<file path="src/rtl/assert_macros.svh">
// ----------------------------------------------------------------------------
// Assertion macros
// Shared concurrent assertion forms for the RTL of the packet classifier.
// ----------------------------------------------------------------------------
`ifndef ASSERT_MACROS_SVH
`define ASSERT_MACROS_SVH

// Property that must hold at every clock edge outside of reset.
`define ASSERT_CLKD(lbl, clk, rstn, prop, msg) \
    lbl: assert property (@(posedge clk) disable iff (!rstn) (prop)) else $error(msg);

// Condition that must never be seen at a clock edge outside of reset.
`define ASSERT_NEVER(lbl, clk, rstn, cond, msg) \
    lbl: assert property (@(posedge clk) disable iff (!rstn) !(cond)) else $error(msg);

`endif

</file>
<file path="src/rtl/ipcp_pkg.sv">
// ----------------------------------------------------------------------------
// ipcp_pkg
// Codes, offsets and record types of the IP packet class parser.
// ----------------------------------------------------------------------------
package ipcp_pkg;

    // Result class codes.
    localparam logic [3:0] CLS_NONE = 4'd0;
    localparam logic [3:0] CLS_TCP  = 4'd1;
    localparam logic [3:0] CLS_SYN  = 4'd2;
    localparam logic [3:0] CLS_ACK  = 4'd3;
    localparam logic [3:0] CLS_FTP  = 4'd4;
    localparam logic [3:0] CLS_UDP  = 4'd5;
    localparam logic [3:0] CLS_DNS  = 4'd6;
    localparam logic [3:0] CLS_MIP  = 4'd7;
    localparam logic [3:0] CLS_ICMP = 4'd8;
    localparam logic [3:0] CLS_HIGH = 4'd9;
    localparam logic [3:0] CLS_BAD  = 4'd10;

    // Configuration register indexes.
    localparam logic [1:0] REG_FTP_PORT = 2'd0;
    localparam logic [1:0] REG_DNS_PORT = 2'd1;
    localparam logic [1:0] REG_MIP_PORT = 2'd2;

    // Configuration reset values.
    localparam logic [15:0] FTP_PORT_RST = 16'd21;
    localparam logic [15:0] DNS_PORT_RST = 16'd53;
    localparam logic [15:0] MIP_PORT_RST = 16'd434;

    // IP version nibbles and protocol numbers.
    localparam logic [3:0] VER_IPV4 = 4'h4;
    localparam logic [3:0] VER_IPV6 = 4'h6;
    localparam logic [7:0] PROTO_ICMP4 = 8'd1;
    localparam logic [7:0] PROTO_TCP   = 8'd6;
    localparam logic [7:0] PROTO_UDP   = 8'd17;
    localparam logic [7:0] PROTO_ICMP6 = 8'd58;

    // ICMP message types that count as echo traffic.
    localparam logic [7:0] ICMP4_ECHO_REPLY = 8'd0;
    localparam logic [7:0] ICMP4_ECHO_REQ   = 8'd8;
    localparam logic [7:0] ICMP6_ECHO_REQ   = 8'd128;
    localparam logic [7:0] ICMP6_ECHO_REPLY = 8'd129;

    // Lengths and limits.
    localparam logic [15:0] MIN_LEN_EXCL = 16'd20;
    localparam logic [5:0]  V6_HDR_LEN   = 6'd40;
    localparam logic [6:0]  TCP_MIN_HDR  = 7'd20;
    localparam logic [6:0]  UDP_HDR      = 7'd8;
    localparam logic [6:0]  ICMP_HDR     = 7'd8;
    localparam logic [15:0] COUNT_MAX    = 16'hFFFF;
    localparam logic [5:0]  TCP_FLAG_MASK = 6'h3F;
    localparam int unsigned TCP_SYN_BIT  = 1;
    localparam int unsigned TCP_ACK_BIT  = 4;

    // Header fields gathered while a packet streams past.
    typedef struct packed {
        logic [7:0]  ver_ihl;
        logic [15:0] len_field;
        logic [7:0]  proto;
        logic [12:0] frag;
        logic [15:0] dst_port;
        logic [15:0] udp_len;
        logic [3:0]  tcp_off;
        logic [5:0]  tcp_flags;
        logic [7:0]  icmp_type;
    } ipcp_fields_t;

    // Finished packet handed to the classification stage.
    typedef struct packed {
        ipcp_fields_t f;
        logic [15:0]  pkt_len;
        logic         high;
    } ipcp_snap_t;

endpackage

</file>
<file path="src/rtl/ip_packet_class_parser.sv">
// ----------------------------------------------------------------------------
// ip_packet_class_parser
// Byte-serial IPv4/IPv6 header parser that gives one traffic class per packet.
// ----------------------------------------------------------------------------
// The packet enters one byte per request on the s_ channel, starting at the IP
// header; s_tlast marks the final byte and s_tuser carries the caller's
// high-priority flag, which is only looked at together with s_tlast.
// Each request updates a byte counter (saturating at 65535) and the captured
// header fields, so a new byte can be taken in every cycle while s_tready is high.
// On the last byte the captured fields are copied into a snapshot register and
// the per-packet state is cleared, so the next packet may start in the very
// next cycle. The snapshot is then classified into the output register as soon
// as that register is free, and the result is offered on the m_ channel from
// there; one result leaves per packet.
// The m_ channel holds its request while m_tready is low. The snapshot stage
// keeps taking bytes during such a stall; only when both the snapshot and the
// output register hold an unsent packet does s_tready drop.
// The cfg channel writes the three port registers and is always ready; writes
// belong to idle periods. Reset (aresetn low at a clock edge) restores the
// port registers to 21, 53 and 434, clears the packet state and empties both
// stages.
// ----------------------------------------------------------------------------
`include "assert_macros.svh"

module ip_packet_class_parser
    import ipcp_pkg::*;
(
    input  logic        aclk,
    input  logic        aresetn,

    // Configuration write channel.
    input  logic        cfg_valid,
    output logic        cfg_ready,
    input  logic [1:0]  cfg_index,
    input  logic [15:0] cfg_data,

    // Packet byte stream.
    input  logic        s_tvalid,
    output logic        s_tready,
    input  logic [7:0]  s_tdata,     // [7:0] data_byte
    input  logic        s_tlast,     // byte_last
    input  logic        s_tuser,     // high_priority

    // Classification results.
    output logic        m_tvalid,
    input  logic        m_tready,
    output logic [31:0] m_tdata      // [3:0] packet_class, [9:4] ip_header_len,
                                     // [25:10] ip_total_len, [31:26] zero
);

    // Configuration registers.
    logic [15:0] ftp_port_reg;
    logic [15:0] dns_port_reg;
    logic [15:0] mip_port_reg;

    // Per-packet state.
    logic [15:0]  byte_count_reg;
    logic [15:0]  byte_count_next;
    ipcp_fields_t fields_reg;
    ipcp_fields_t fields_next;

    // Snapshot stage.
    ipcp_snap_t   snap_reg;
    logic         snap_valid_reg;

    // Output register.
    logic         m_tvalid_reg;
    logic [3:0]   out_class_reg;
    logic [5:0]   out_hl_reg;
    logic [15:0]  out_tl_reg;

    logic         s_accept;
    logic         out_open;

    // Capture-side helpers.
    logic [7:0]   vb;
    logic         cap_v4;
    logic         cap_v6;
    logic [6:0]   cap_hl;
    logic [6:0]   off_p2, off_p3, off_p4, off_p5, off_p12, off_p13;

    // Classification results.
    logic [3:0]   cls_class;
    logic [5:0]   cls_hl;
    logic [15:0]  cls_tl;

    assign cfg_ready = 1'b1;

    // The output register can load when it is empty or is being emptied.
    assign out_open = !m_tvalid_reg || m_tready;
    assign s_tready = !snap_valid_reg || out_open;
    assign s_accept = s_tvalid && s_tready;

    // ------------------------------------------------------------------
    // Configuration writes
    // ------------------------------------------------------------------
    always_ff @(posedge aclk) begin
        if (!aresetn) begin
            ftp_port_reg <= FTP_PORT_RST;
            dns_port_reg <= DNS_PORT_RST;
            mip_port_reg <= MIP_PORT_RST;
        end else if (cfg_valid) begin
            case (cfg_index)
                REG_FTP_PORT: ftp_port_reg <= cfg_data;
                REG_DNS_PORT: dns_port_reg <= cfg_data;
                REG_MIP_PORT: mip_port_reg <= cfg_data;
                default: ;
            endcase
        end
    end

    // ------------------------------------------------------------------
    // Field capture for the current byte
    // ------------------------------------------------------------------
    // The version byte is the incoming byte itself at offset zero, so the
    // offsets that depend on the header length are right from the start.
    always_comb begin
        vb     = (byte_count_reg == 16'd0) ? s_tdata : fields_reg.ver_ihl;
        cap_v4 = (vb[7:4] == VER_IPV4);
        cap_v6 = (vb[7:4] == VER_IPV6);
        if (cap_v4) begin
            cap_hl = {1'b0, vb[3:0], 2'b00};
        end else if (cap_v6) begin
            cap_hl = {1'b0, V6_HDR_LEN};
        end else begin
            cap_hl = 7'd0;
        end
        off_p2  = cap_hl + 7'd2;
        off_p3  = cap_hl + 7'd3;
        off_p4  = cap_hl + 7'd4;
        off_p5  = cap_hl + 7'd5;
        off_p12 = cap_hl + 7'd12;
        off_p13 = cap_hl + 7'd13;

        fields_next = fields_reg;
        if (byte_count_reg == 16'd0) begin
            fields_next.ver_ihl = s_tdata;
        end
        if (cap_v4) begin
            if (byte_count_reg == 16'd2) fields_next.len_field[15:8] = s_tdata;
            if (byte_count_reg == 16'd3) fields_next.len_field[7:0]  = s_tdata;
            if (byte_count_reg == 16'd9) fields_next.proto           = s_tdata;
        end else if (cap_v6) begin
            if (byte_count_reg == 16'd4) fields_next.len_field[15:8] = s_tdata;
            if (byte_count_reg == 16'd5) fields_next.len_field[7:0]  = s_tdata;
            if (byte_count_reg == 16'd6) fields_next.proto           = s_tdata;
        end
        // The fragment offset always comes from bytes six and seven.
        if (byte_count_reg == 16'd6) fields_next.frag[12:8] = s_tdata[4:0];
        if (byte_count_reg == 16'd7) fields_next.frag[7:0]  = s_tdata;

        if (cap_v4 || cap_v6) begin
            if (byte_count_reg == {9'd0, cap_hl}) fields_next.icmp_type = s_tdata;
            if (byte_count_reg == {9'd0, off_p2}) fields_next.dst_port[15:8] = s_tdata;
            if (byte_count_reg == {9'd0, off_p3}) fields_next.dst_port[7:0]  = s_tdata;
            if (byte_count_reg == {9'd0, off_p4}) fields_next.udp_len[15:8]  = s_tdata;
            if (byte_count_reg == {9'd0, off_p5}) fields_next.udp_len[7:0]   = s_tdata;
            if (byte_count_reg == {9'd0, off_p12}) fields_next.tcp_off = s_tdata[7:4];
            if (byte_count_reg == {9'd0, off_p13}) begin
                fields_next.tcp_flags = s_tdata[5:0] & TCP_FLAG_MASK;
            end
        end

        byte_count_next = (byte_count_reg == COUNT_MAX) ? byte_count_reg
                                                        : byte_count_reg + 16'd1;
    end

    // Per-packet state: cleared after every last byte.
    always_ff @(posedge aclk) begin
        if (!aresetn) begin
            byte_count_reg <= '0;
            fields_reg     <= '0;
        end else if (s_accept) begin
            if (s_tlast) begin
                byte_count_reg <= '0;
                fields_reg     <= '0;
            end else begin
                byte_count_reg <= byte_count_next;
                fields_reg     <= fields_next;
            end
        end
    end

    // Snapshot of a finished packet.
    always_ff @(posedge aclk) begin
        if (!aresetn) begin
            snap_valid_reg <= 1'b0;
        end else if (s_accept && s_tlast) begin
            snap_valid_reg <= 1'b1;
        end else if (out_open) begin
            snap_valid_reg <= 1'b0;
        end
    end

    always_ff @(posedge aclk) begin
        if (s_accept && s_tlast) begin
            snap_reg.f       <= fields_next;
            snap_reg.pkt_len <= byte_count_next;
            snap_reg.high    <= s_tuser;
        end
    end

    // ------------------------------------------------------------------
    // Classification of the snapshot
    // ------------------------------------------------------------------
    logic        k_v4, k_v6;
    logic [5:0]  k_hl;
    logic [15:0] k_tl;
    logic [15:0] k_len;
    logic [6:0]  k_hl_thl;
    logic [6:0]  k_hl_tcp;
    logic [6:0]  k_hl_8;

    always_comb begin
        k_v4  = (snap_reg.f.ver_ihl[7:4] == VER_IPV4);
        k_v6  = (snap_reg.f.ver_ihl[7:4] == VER_IPV6);
        k_len = snap_reg.pkt_len;
        k_hl  = k_v4 ? {snap_reg.f.ver_ihl[3:0], 2'b00} : V6_HDR_LEN;
        // IPv6 carries the payload length; the total wraps at sixteen bits.
        k_tl  = k_v4 ? snap_reg.f.len_field
                     : snap_reg.f.len_field + {10'd0, V6_HDR_LEN};
        k_hl_thl = {1'b0, k_hl} + {1'b0, snap_reg.f.tcp_off, 2'b00};
        k_hl_tcp = {1'b0, k_hl} + TCP_MIN_HDR;
        k_hl_8   = {1'b0, k_hl} + UDP_HDR;

        cls_hl    = k_hl;
        cls_tl    = k_tl;
        cls_class = CLS_NONE;

        if (k_len <= MIN_LEN_EXCL || !(k_v4 || k_v6)) begin
            cls_class = CLS_BAD;
            cls_hl    = '0;
            cls_tl    = '0;
        end else if (snap_reg.high) begin
            cls_class = CLS_HIGH;
        end else if (k_len < k_tl || k_tl < {10'd0, k_hl}) begin
            cls_class = CLS_BAD;
        end else begin
            case (snap_reg.f.proto)
                PROTO_TCP: begin
                    if (k_len < {9'd0, k_hl_tcp} || k_len < {9'd0, k_hl_thl}) begin
                        cls_class = CLS_BAD;
                    end else if (k_tl == {9'd0, k_hl_thl}) begin
                        // Bare segment without payload: flags decide.
                        if (snap_reg.f.tcp_flags[TCP_SYN_BIT]) begin
                            cls_class = CLS_SYN;
                        end else if (snap_reg.f.tcp_flags[TCP_ACK_BIT]) begin
                            cls_class = CLS_ACK;
                        end else begin
                            cls_class = CLS_TCP;
                        end
                    end else if (snap_reg.f.dst_port == ftp_port_reg) begin
                        cls_class = CLS_FTP;
                    end else begin
                        cls_class = CLS_TCP;
                    end
                end
                PROTO_UDP: begin
                    if (k_len < {9'd0, k_hl_8} ||
                        snap_reg.f.udp_len < {9'd0, UDP_HDR}) begin
                        cls_class = CLS_BAD;
                    end else if (snap_reg.f.dst_port == mip_port_reg) begin
                        // Mobile IP wins when both ports match.
                        cls_class = CLS_MIP;
                    end else if (snap_reg.f.dst_port == dns_port_reg) begin
                        cls_class = CLS_DNS;
                    end else begin
                        cls_class = CLS_UDP;
                    end
                end
                PROTO_ICMP4: begin
                    if (k_len < {9'd0, k_hl_8}) begin
                        cls_class = CLS_BAD;
                    end else if (snap_reg.f.frag != 13'd0) begin
                        cls_class = CLS_NONE;
                    end else if (snap_reg.f.icmp_type inside
                                 {ICMP4_ECHO_REQ, ICMP4_ECHO_REPLY}) begin
                        cls_class = CLS_ICMP;
                    end else begin
                        cls_class = CLS_NONE;
                    end
                end
                PROTO_ICMP6: begin
                    if (k_len < {9'd0, k_hl_8}) begin
                        cls_class = CLS_BAD;
                    end else if (snap_reg.f.icmp_type inside
                                 {ICMP6_ECHO_REQ, ICMP6_ECHO_REPLY}) begin
                        cls_class = CLS_ICMP;
                    end else begin
                        cls_class = CLS_NONE;
                    end
                end
                default: cls_class = CLS_NONE;
            endcase
        end
    end

    // ------------------------------------------------------------------
    // Output register
    // ------------------------------------------------------------------
    always_ff @(posedge aclk) begin
        if (!aresetn) begin
            m_tvalid_reg <= 1'b0;
        end else if (out_open) begin
            m_tvalid_reg <= snap_valid_reg;
        end
    end

    always_ff @(posedge aclk) begin
        if (out_open && snap_valid_reg) begin
            out_class_reg <= cls_class;
            out_hl_reg    <= cls_hl;
            out_tl_reg    <= cls_tl;
        end
    end

    assign m_tvalid = m_tvalid_reg;
    assign m_tdata  = {6'd0, out_tl_reg, out_hl_reg, out_class_reg};

    // ------------------------------------------------------------------
    // Assertions
    // ------------------------------------------------------------------
    // A classified snapshot must land in the output register.
    `ASSERT_CLKD(a_snap_to_out, aclk, aresetn,
                 snap_valid_reg && out_open |=> m_tvalid_reg,
                 "classified packet did not reach the output register")
    // The last byte of a packet restarts the byte counter.
    `ASSERT_CLKD(a_last_clears, aclk, aresetn,
                 s_accept && s_tlast |=> byte_count_reg == 16'd0,
                 "byte counter not cleared after the last byte")
    // A middle byte advances the counter by one until it saturates.
    `ASSERT_CLKD(a_count_step, aclk, aresetn,
                 s_accept && !s_tlast && byte_count_reg != COUNT_MAX
                 |=> byte_count_reg == $past(byte_count_reg) + 16'd1,
                 "byte counter did not advance")
    // Input stalls only with both result stages holding unsent packets.
    `ASSERT_NEVER(a_stall_cause, aclk, aresetn,
                  !s_tready && !(snap_valid_reg && m_tvalid_reg),
                  "input stalled without a full result path")

endmodule

</file>
<file path="config.mk">
export PLATFORM = sky130hd
export DESIGN_NAME = ip_packet_class_parser
export DESIGN_NICKNAME = d
export VERILOG_FILES = /design/src/rtl/ipcp_pkg.sv /design/src/rtl/ip_packet_class_parser.sv
export VERILOG_INCLUDE_DIRS = /design/src /design/src/rtl
export SDC_FILE = /design/constraint.sdc
export NUM_CORES = 1
export LEC_CHECK = 0
export BUFFER_PORTS_ARGS = -buffer_cell sky130_fd_sc_hd__buf_4
export CAP_MARGIN = 20
export CORE_ASPECT_RATIO = 1.5
export CORE_MARGIN = 2
export CORE_UTILIZATION = 55
export CTS_CLUSTER_DIAMETER = 100
export CTS_CLUSTER_SIZE = 25
export DETAILED_ROUTE_END_ITERATION = 8
export GPL_ROUTABILITY_DRIVEN = 0
export GPL_TIMING_DRIVEN = 0
export HOLD_SLACK_MARGIN = 0.12
export PLACE_DENSITY = 0.72
export SLEW_MARGIN = 0
export SYNTH_ARGS = -nofsm -noshare
export SYNTH_HDL_FRONTEND = slang
export SYNTH_SLANG_ARGS = --single-unit
</file>
<file path="constraint.sdc">
create_clock -name aclk -period 9.9 [get_ports aclk]
set_input_delay 1.98 -clock aclk [delete_from_list [all_inputs] [get_ports aclk]]
set_output_delay 1.98 -clock aclk [all_outputs]
set_load 0.005 [all_outputs]
</file>
**Word level (Yosys, flattened, before mapping)**

Index checks and enable logic that the tools add are counted.

- Input port bits: 33
- Register bits: 298

- Mux-type cells: 44
- Equal/unequal tests: 32
- Add/subtract/negate cells: 11
- Reductions and logical operators: 25
- Magnitude comparators: 7

Operators with widths:

| cell | count |
|---|---|
| $eq A16 B7 Y1 | 8 |
| $mux W8 | 13 |
| $mux W95 | 1 |
| $eq A16 B3 Y1 const B | 4 |
| $mux W50 | 1 |
| $eq A16 B16 Y1 | 3 |
| $lt A16 B7 Y1 | 3 |
| $mux W16 | 3 |
| $mux W24 | 2 |
| $mux W4 | 9 |
| $eq A16 B2 Y1 const B | 2 |
| $mux W6 | 4 |
| $add A16 B1 Y16 const B | 1 |
| $add A16 B6 Y16 const B | 1 |
| $eq A16 B16 Y1 const B | 1 |
| $eq A16 B4 Y1 const B | 1 |
| $eq A4 B3 Y1 const B | 4 |
| $eq A8 B8 Y1 const B | 2 |
| $le A16 B5 Y1 const B | 1 |
| $logic_not A16 Y1 | 1 |
| $lt A16 B16 Y1 | 1 |
| $lt A16 B4 Y1 const B | 1 |
| $lt A16 B6 Y1 | 1 |
| $pmux W4 S4 | 1 |
| 26 further kinds | 50 |

**Depth between registers and ports, before layout**

Gate-level depths: netlist (run 1).

- Word-level depth: 10
- Depth in mapped cells: 16
- Gate-level depth less buffers: 15

**Worst setup path after synthesis (run 1)**

No wires, ideal clock.

- Kind: input to register
- Start point: input m_tready
- End point: register snap_reg (netlist bit k_len[0]), enable pin
- Path buffers: 1
- Slack: 4.752 ns
- Data arrival time: 4.690 ns
- Cell stages on the path: 6
- Required time: 9.442 ns
- Path through: nor2b_1 nand2_1 and2_1 clkbuf_1 nand2_1 inv_1

- Word-level cells in the longest chain between the ends: 4

Ends and longest elaborated chain:

| what | line | source |
|---|---|---|
| from (decl) | ip_packet_class_parser.sv:46 | `input logic m_tready,` |
| $logic_or A1 B1 Y1 | ip_packet_class_parser.sv:90 | `assign out_open = !m_tvalid_reg \|\| m_tready;` |
| $logic_or A1 B1 Y1 | ip_packet_class_parser.sv:91 | `assign s_tready = !snap_valid_reg \|\| out_open;` |
| net s_tready | ip_packet_class_parser.sv:39 | `output logic s_tready,` |
| $logic_and A1 B1 Y1 | ip_packet_class_parser.sv:92 | `assign s_accept = s_tvalid && s_tready;` |
| $logic_and A1 B1 Y1 | ip_packet_class_parser.sv:196 | `if (s_accept && s_tlast) begin` |
| to (decl) | ip_packet_class_parser.sv:63 | `ipcp_snap_t snap_reg;` |

The timed path passes the listed nets, and every way through them passes these cells.
A chain may end at the register's enable or synchronous reset.

==> flow_summary_export.csv, run 1 <==
group,metric,value,unit
status,outcome,"finished clean",
sta,slew_viol_final,0,
sta,worst_slack,4.310,ns
sta,layout_worst_path_cycle_share,0.5646,
detailed_routing,detail_route.drc_violations,0,
clocking,cts_max_level,1,
layout,nNetsFinal,1499,
floorplanning,die_height,200.6,um
synth,synth_enable_flop_cells,129,
synth,xor_xnor_share_of_the_synthesized_area,0.05758,
synth,post_synth_instance_area,14170,sq um
detailed_routing,avgRoutedWirePerCell,20.16,um
synth,synth_top_area_share,0.2734,
synth,post_synth_mux_area_share,0.07993,
worst_setup_path,cell_depth_of_the_worst_flop_to_flop_path,13,
detailed_routing,drtAntennaViolNets,0,
worst_setup_path,worstReg2RegStart,"byte_count_reg[0]",
layout,antenna_cells_inserted,0,
detailed_routing,drt-initial-drc-count,739,
sta,rsz0062_at_grt,"no",
clocking,tritoncts,"built",
clocking,hold_buffers,0,
worst_setup_path,capture_point_of_the_worst_reg_to_reg_path,"snap_reg[39]",
placed_design,hpwlAfterDp,26490,um
sta,timing.slew.headroom,0.3056,
clocking,worst_setup_hold_path_clk_slew,0.11,ns
sta,finalCriticalPeriod,5.590,ns
sta,skew,0.02521,ns
worst_setup_path,critPathRequiredTime,10.17,ns
synth,synth.ff_latch_count,283,
synth,synth_top_cells_by_count,"sky130_fd_sc_hd__nand2_1 (163), sky130_fd_sc_hd__dfxtp_1 (154), sky130_fd_sc_hd__edfxtp_1 (129), sky130_fd_sc_hd__mux2_2 (76), sky130_fd_sc_hd__clkbuf_1 (67)",
floorplanning,initial_core_utilization,0.5537,
synth,synthMostInstantiatedCell,"sky130_fd_sc_hd__nand2_1",
synth,ys_types,76,
worst_hold_path,worstHoldPathCells,2,
floorplanning,core_area,25580,sq um
synth,synth-adder-area-share,0.03921,
detailed_routing,drt_first_pass_iters,6,
synth,synth_compound_gate_area_share,0.1296,
clocking,clock_tree.root_cell,"sky130_fd_sc_hd__clkbuf_16",
clocking,clk_path_buf_depth,3,
floorplanning,design.die.area,27090,sq um
synth,yosysWarnings,0,
clocking,clk_latency,0.51,ns
layout,largest_reg_flops,89,
worst_setup_path,cp_data_arrival_time,5.86,ns
sta,final.setup.tns,0,ns
placed_design,place_worst_setup_slack,3.935,ns
worst_setup_path,crit_path_end_kind,"flop",
worst_hold_path,timing.hold.worst.class,"reg2reg",
placed_design,place.port_buffers,57,
synth,post_synth_inst_count,1338,
sta,setup_violations,0,
sta,fmax,178.9,MHz
layout,final_layout_size_suffix_gt1_frac,0.1390,
grt,overflow,0,
job,timing.max_cap.violations,0,
grt,initial_antenna_violation_count,0,
synth,main_combinational_cell_family_by_area_after_synthesis,"simple AND/OR/NAND/NOR gates",
detailed_routing,routed_wl,35580,um
layout,stdcell_count,1765,
detailed_routing,avgViaCountPerCell,5.940,
power_and_ir_drop,vdd.ir_drop.worst,0.1735,mV
layout,area.growth.synth_to_final,9.662,%
clocking,cts_resized,0,
clocking,tritoncts_buffer_count,15,
power_and_ir_drop,power.density,137.2,nW/um^2
worst_setup_path,timing.setup.critical_path_class,"in2reg",
worst_setup_path,critical_path_start_type,"input port",
worst_hold_path,holdCritStartpoint,"fields_reg[74]",
clocking,cts_setup_buffers,0,
grt,grt_util_all_layers,0.2608,
sta,whs,0.4611,ns
sta,timing.final.hold_violations,0,
power_and_ir_drop,total_leakage_power,5.673,nW
synth,fraction_of_the_mapped_netlist_area_in_simple_logic_gates,0.1638,
worst_hold_path,worstHoldEndpoint,"fields_reg[74]",
sta,tightest_slew,1.015,ns
grt,global_route_wire_length_before_repair,55310,um
placed_design,dp.cells,1738,
clocking,num_clock_sinks,283,
synth,async_flop_share,0,
detailed_routing,vias,10480,
floorplanning,fp-row-count,72,
synth,ys_seq_area_frac,0.4910,
worst_setup_path,timing.reg2reg.setup_slack,5.36,ns
grt,grt_start_max_net_pins,66,
synth,synth_ff_type,"sky130_fd_sc_hd__dfxtp_1",
floorplanning,num_io_pins,68,
synth,synth.largest_area_cell,"sky130_fd_sc_hd__edfxtp_1",
grt,grt_pass1_vias,10180,
floorplanning,die_w,135.0,um
synth,post_synth_main_area_contributors,"sky130_fd_sc_hd__edfxtp_1 (27%), sky130_fd_sc_hd__dfxtp_1 (22%), sky130_fd_sc_hd__mux2_2 (6.0%)",
worst_setup_path,cp_max_fo,10,
synth,avgSynthCellArea,10.59,sq um
layout make-up:
type                       count  area, sq um
sequential                   283         6957
clock inverter                 2        28.78
inverter                      31        118.9
buffer                        92        425.4
tap                          333        416.7
multi-input combinational    939         6698
clock buffer                  24        409.1
fill                        2199        10050
timing repair buffer          61        483.0
stage by stage:
stage	power [mW]	util	area [sq um]
2_1_floorplan	1.410	-	14190
3_3_place_gp	1.480	0.5878	15040
3_5_place_dp	1.484	0.5898	15090
4_1_cts	2.139	0.6070	15530
5_1_grt	2.201	0.6072	15540
6_report	2.131	0.6072	15540
per-layer routing:
layer,wire length (um),up-vias,GRT usage,part of all wire
met4,1807,0,0.1194,0.051
met2,17550,342,0.4530,0.49
met1,14600,5025,0.3251,0.41
met3,1629,100,0.02626,0.046
li1,-,5017,-,-
met5,0,-,0,0
placed cells by master (no fill, tap or decap), drive strengths merged, types with 40 or more instances in the layout:
master / count
buf: 85
nand2: 163
nand3: 40
nor2: 56
edfxtp: 129
mux2: 87
ha: 42
clkbuf: 92
nor2b: 54
dfxtp: 154
xnor2: 51
logic make-up after synthesis:
family                   after synthesis
flip-flops                           283
buffers and inverters                123
other                                  2
XOR/XNOR                              90
adder cells (fa/ha/maj)               44
multiplexers                          99
AO/OA/AOI/OAI                        249
AND/OR/NAND/NOR                      448
worst max path at each step:
stage	start	to	slack, ns	depth (start not counted)
4_1_cts	s_tdata[4]	snap_reg[39]	4.46	13
3_3_place_gp	m_tready	k_len[5]	3.31	7
5_1_grt	s_tdata[4]	snap_reg[39]	4.25	13
3_5_place_dp	s_tdata[4]	snap_reg[39]	3.93	13
6_report	s_tdata[4]	snap_reg[39]	4.31	13
2_1_floorplan	m_tready	k_len[0]	4.75	6
worst max-delay path, cell delays in order:
cell,delay (ns)
sky130_fd_sc_hd__buf_4,0.12
sky130_fd_sc_hd__clkbuf_1,0.27
sky130_fd_sc_hd__nor3b_1,0.50
sky130_fd_sc_hd__o21ai_0,0.15
sky130_fd_sc_hd__mux2_2,0.33
sky130_fd_sc_hd__inv_1,0.08
sky130_fd_sc_hd__ha_1,0.22
sky130_fd_sc_hd__mux4_2,0.30
sky130_fd_sc_hd__nor3_1,0.14
sky130_fd_sc_hd__nor3_1,0.12
sky130_fd_sc_hd__nor4_1,0.87
sky130_fd_sc_hd__buf_2,0.39
sky130_fd_sc_hd__mux2_2,0.37
where the power goes:
| group | switching (mW) | internal (mW) |
|---|---|---|
| clock | 0.376 | 0.295 |
| sequential | 0.0202 | 1.25 |
| combinational | 0.120 | 0.0740 |
| total | 0.516 | 1.61 |
No activity file was read; power rests on OpenSTA's default activity.
==> inputs of run 2 (changes only) <==
--- a/config.mk
+++ b/config.mk
@@ -17,7 +17,7 @@
 export GPL_ROUTABILITY_DRIVEN = 0
 export GPL_TIMING_DRIVEN = 0
 export HOLD_SLACK_MARGIN = 0.12
-export PLACE_DENSITY = 0.72
+export PLACE_DENSITY = 0.74
 export SLEW_MARGIN = 0
 export SYNTH_ARGS = -nofsm -noshare
 export SYNTH_HDL_FRONTEND = slang
==> constraint.sdc (replaced) <==
create_clock -name aclk -period 4.61 [get_ports aclk]
set_input_delay 0.922 -clock aclk [delete_from_list [all_inputs] [get_ports aclk]]
set_output_delay 0.922 -clock aclk [all_outputs]
set_load 0.005 [all_outputs]
==> flow_summary_export.csv, run 2 (synthesized netlist as in run 1, its figures left out) <==
group,metric,value,unit
clocking,worst_setup_hold_path_clk_slew,0.10,ns
grt,grt_pass1_vias,10440,
clocking,cts_max_level,1,
placed_design,place.port_buffers,57,
detailed_routing,avgRoutedWirePerCell,20.16,um
worst_hold_path,holdCritStartpoint,"fields_reg[9]",
worst_hold_path,worstHoldEndpoint,"fields_reg[9]",
status,outcome,"finished clean",
floorplanning,initial_core_utilization,0.5537,
detailed_routing,met2WireLength,17300,um
worst_setup_path,crit_top_cell,"sky130_fd_sc_hd__ha_1",
worst_setup_path,crit_path_top_delay_cell,"sky130_fd_sc_hd__nor4_1",
worst_setup_path,critPathRequiredTime,4.87,ns
worst_setup_path,timing.setup.critical_path_class,"reg2reg",
sta,whs,0.4571,ns
worst_setup_path,critical_path_start_type,"flop",
placed_design,place_worst_setup_slack,-0.2325,ns
grt,overflow,0,
worst_setup_path,worstReg2RegStart,"byte_count_reg[0]",
detailed_routing,drt_first_pass_iters,6,
sta,layout_worst_path_cycle_share,0.9465,
grt,grt_start_max_net_pins,63,
placed_design,hpwlAfterDp,26310,um
detailed_routing,routed_wl,35570,um
worst_setup_path,timing.reg2reg.setup_slack,0.25,ns
worst_setup_path,cpPeakStageDelay,0.73,ns
floorplanning,core_area,25580,sq um
clocking,tritoncts_buffer_count,15,
sta,setup_violations,0,
clocking,clk_path_buf_depth,3,
layout,layout.cells.most_common_list,"sky130_fd_sc_hd__nand2_1 (163), sky130_fd_sc_hd__dfxtp_1 (154), sky130_fd_sc_hd__edfxtp_1 (129)",
job,timing.max_cap.violations,0,
clocking,cts_setup_buffers,0,
grt,grt_util_all_layers,0.2615,
sta,timing.slew.headroom,0.1871,
floorplanning,die_w,135.0,um
layout,leading_cell_type_in_the_layout_fill_and_taps_excluded,"sky130_fd_sc_hd__nand2_1",
detailed_routing,met1Wirelength,14040,um
sta,skew,0.02806,ns
layout,layout.filler_cells,2194,
sta,fmax,229.2,MHz
worst_hold_path,worstHoldPathCells,2,
worst_hold_path,timing.hold.worst.class,"reg2reg",
worst_setup_path,capture_point_of_the_worst_reg_to_reg_path,"snap_reg[40]",
layout,final_layout_size_suffix_gt1_frac,0.1390,
grt,initial_antenna_violation_count,1,
detailed_routing,drtAntennaViolNets,0,
worst_setup_path,cp_max_fo,10,
floorplanning,die_height,200.6,um
floorplanning,fp-row-count,72,
detailed_routing,highest_routed_metal_layer,"met5",
power_and_ir_drop,vdd.ir_drop.worst,0.3017,mV
grt,global_route_wire_length_before_repair,55590,um
worst_setup_path,worst-path-buf-inv,3,
floorplanning,design.die.area,27090,sq um
worst_setup_path,cell_depth_of_the_worst_flop_to_flop_path,13,
clocking,clock_tree.root_cell,"sky130_fd_sc_hd__clkbuf_16",
sta,rsz0062_at_grt,"no",
clocking,cts_resized,0,
sta,timing.final.hold_violations,0,
clocking,hold_buffers,0,
power_and_ir_drop,total_leakage_power,5.673,nW
layout,nNetsFinal,1499,
power_and_ir_drop,power.density,294.6,nW/um^2
layout,area.growth.synth_to_final,9.662,%
detailed_routing,drt-initial-drc-count,894,
detailed_routing,avgViaCountPerCell,5.985,
floorplanning,num_io_pins,68,
layout,antenna_cells_inserted,0,
sta,worst_slack,0.2464,ns
clocking,num_clock_sinks,283,
clocking,tritoncts,"built",
worst_setup_path,crit_path_end_kind,"flop",
clocking,clk_latency,0.51,ns
detailed_routing,vias,10560,
worst_setup_path,cp_data_arrival_time,4.63,ns
worst_setup_path,crit_family,"simple AND/OR/NAND/NOR gates",
detailed_routing,detail_route.drc_violations,0,
sta,slew_viol_final,0,
layout,largest_reg_flops,89,
placed_design,dpl_cell_area,15090,sq um
layout,multi_input_comb_area,6698,sq um
layout,post-route-cell-area,15540,sq um
sta,tightest_slew,1.189,ns
detailed_routing,met3_length,2137,um
layout,seqCellArea,6957,sq um
sta,finalCriticalPeriod,4.364,ns
worst_setup_path,worstPathCellList,"inv_1 > ha_1 > nor3b_2 > nand4_4 > buf_6 > mux2i_4 > ha_1 > or3b_2 > mux2i_1 > nor3_1 > nor4_1 > buf_2 > mux2_2",
[run 2: final cells by class]
class | instances | share of cell area
sequential | 283 | 0.4478
multi-input combinational | 939 | 0.4311
timing repair buffer | 61 | 0.03109
buffer | 92 | 0.02738
tap | 333 | 0.02682
clock buffer | 24 | 0.02633
inverter | 31 | 0.007651
clock inverter | 2 | 0.001852
[run 2: report_power, final]
group / leakage [nW] / total, mW / switching (mW) / internal, mW
registers: 2.48 / 2.72 / 0.0433 / 2.68
logic: 2.99 / 0.418 / 0.259 / 0.159
clock network: 0.210 / 1.44 / 0.807 / 0.634
[run 2: worst max path at each step]
stage / cells after the start / slack [ns] / start / end
after floorplan: 6 / 0.52 / m_tready / k_len[0]
after global placement: 7 / -0.89 / m_tready / snap_reg[78]
after detailed placement: 13 / -0.23 / s_tdata[4] / snap_reg[39]
after CTS: 13 / 0.26 / byte_count_reg[0] / snap_reg[39]
after global routing: 13 / 0.07 / s_tdata[4] / snap_reg[42]
final: 13 / 0.25 / byte_count_reg[0] / snap_reg[40]
[run 2: layer usage]
layer  track usage  vias up
met5             0        -
met4        0.1425        2
met3       0.03157      113
met2        0.4453      398
met1        0.3209     5038
li1              -     5013
[run 2: worst register-to-register path, delay by kind of cell, from the launching register on]
family | cells | cell delay (ns)
buffers and inverters | 3 | 0.71
DFF | 1 | 0.37
muxes | 3 | 0.71
adders and majority gates | 2 | 0.53
and+or+nand+nor | 5 | 1.81
[run 2: through the flow]
step / setup TNS (ns) / total power, mW / instances / util
3_5_place_dp: -2.494 / 3.187 / 1738 / 0.5898
5_1_grt: 0 / 4.723 / 1765 / 0.6072
2_1_floorplan: 0 / 3.028 / 1345 / -
6_report: 0 / 4.578 / 1765 / 0.6072
4_1_cts: 0 / 4.590 / 1764 / 0.6070
3_3_place_gp: -96.56 / 3.178 / 1735 / 0.5878
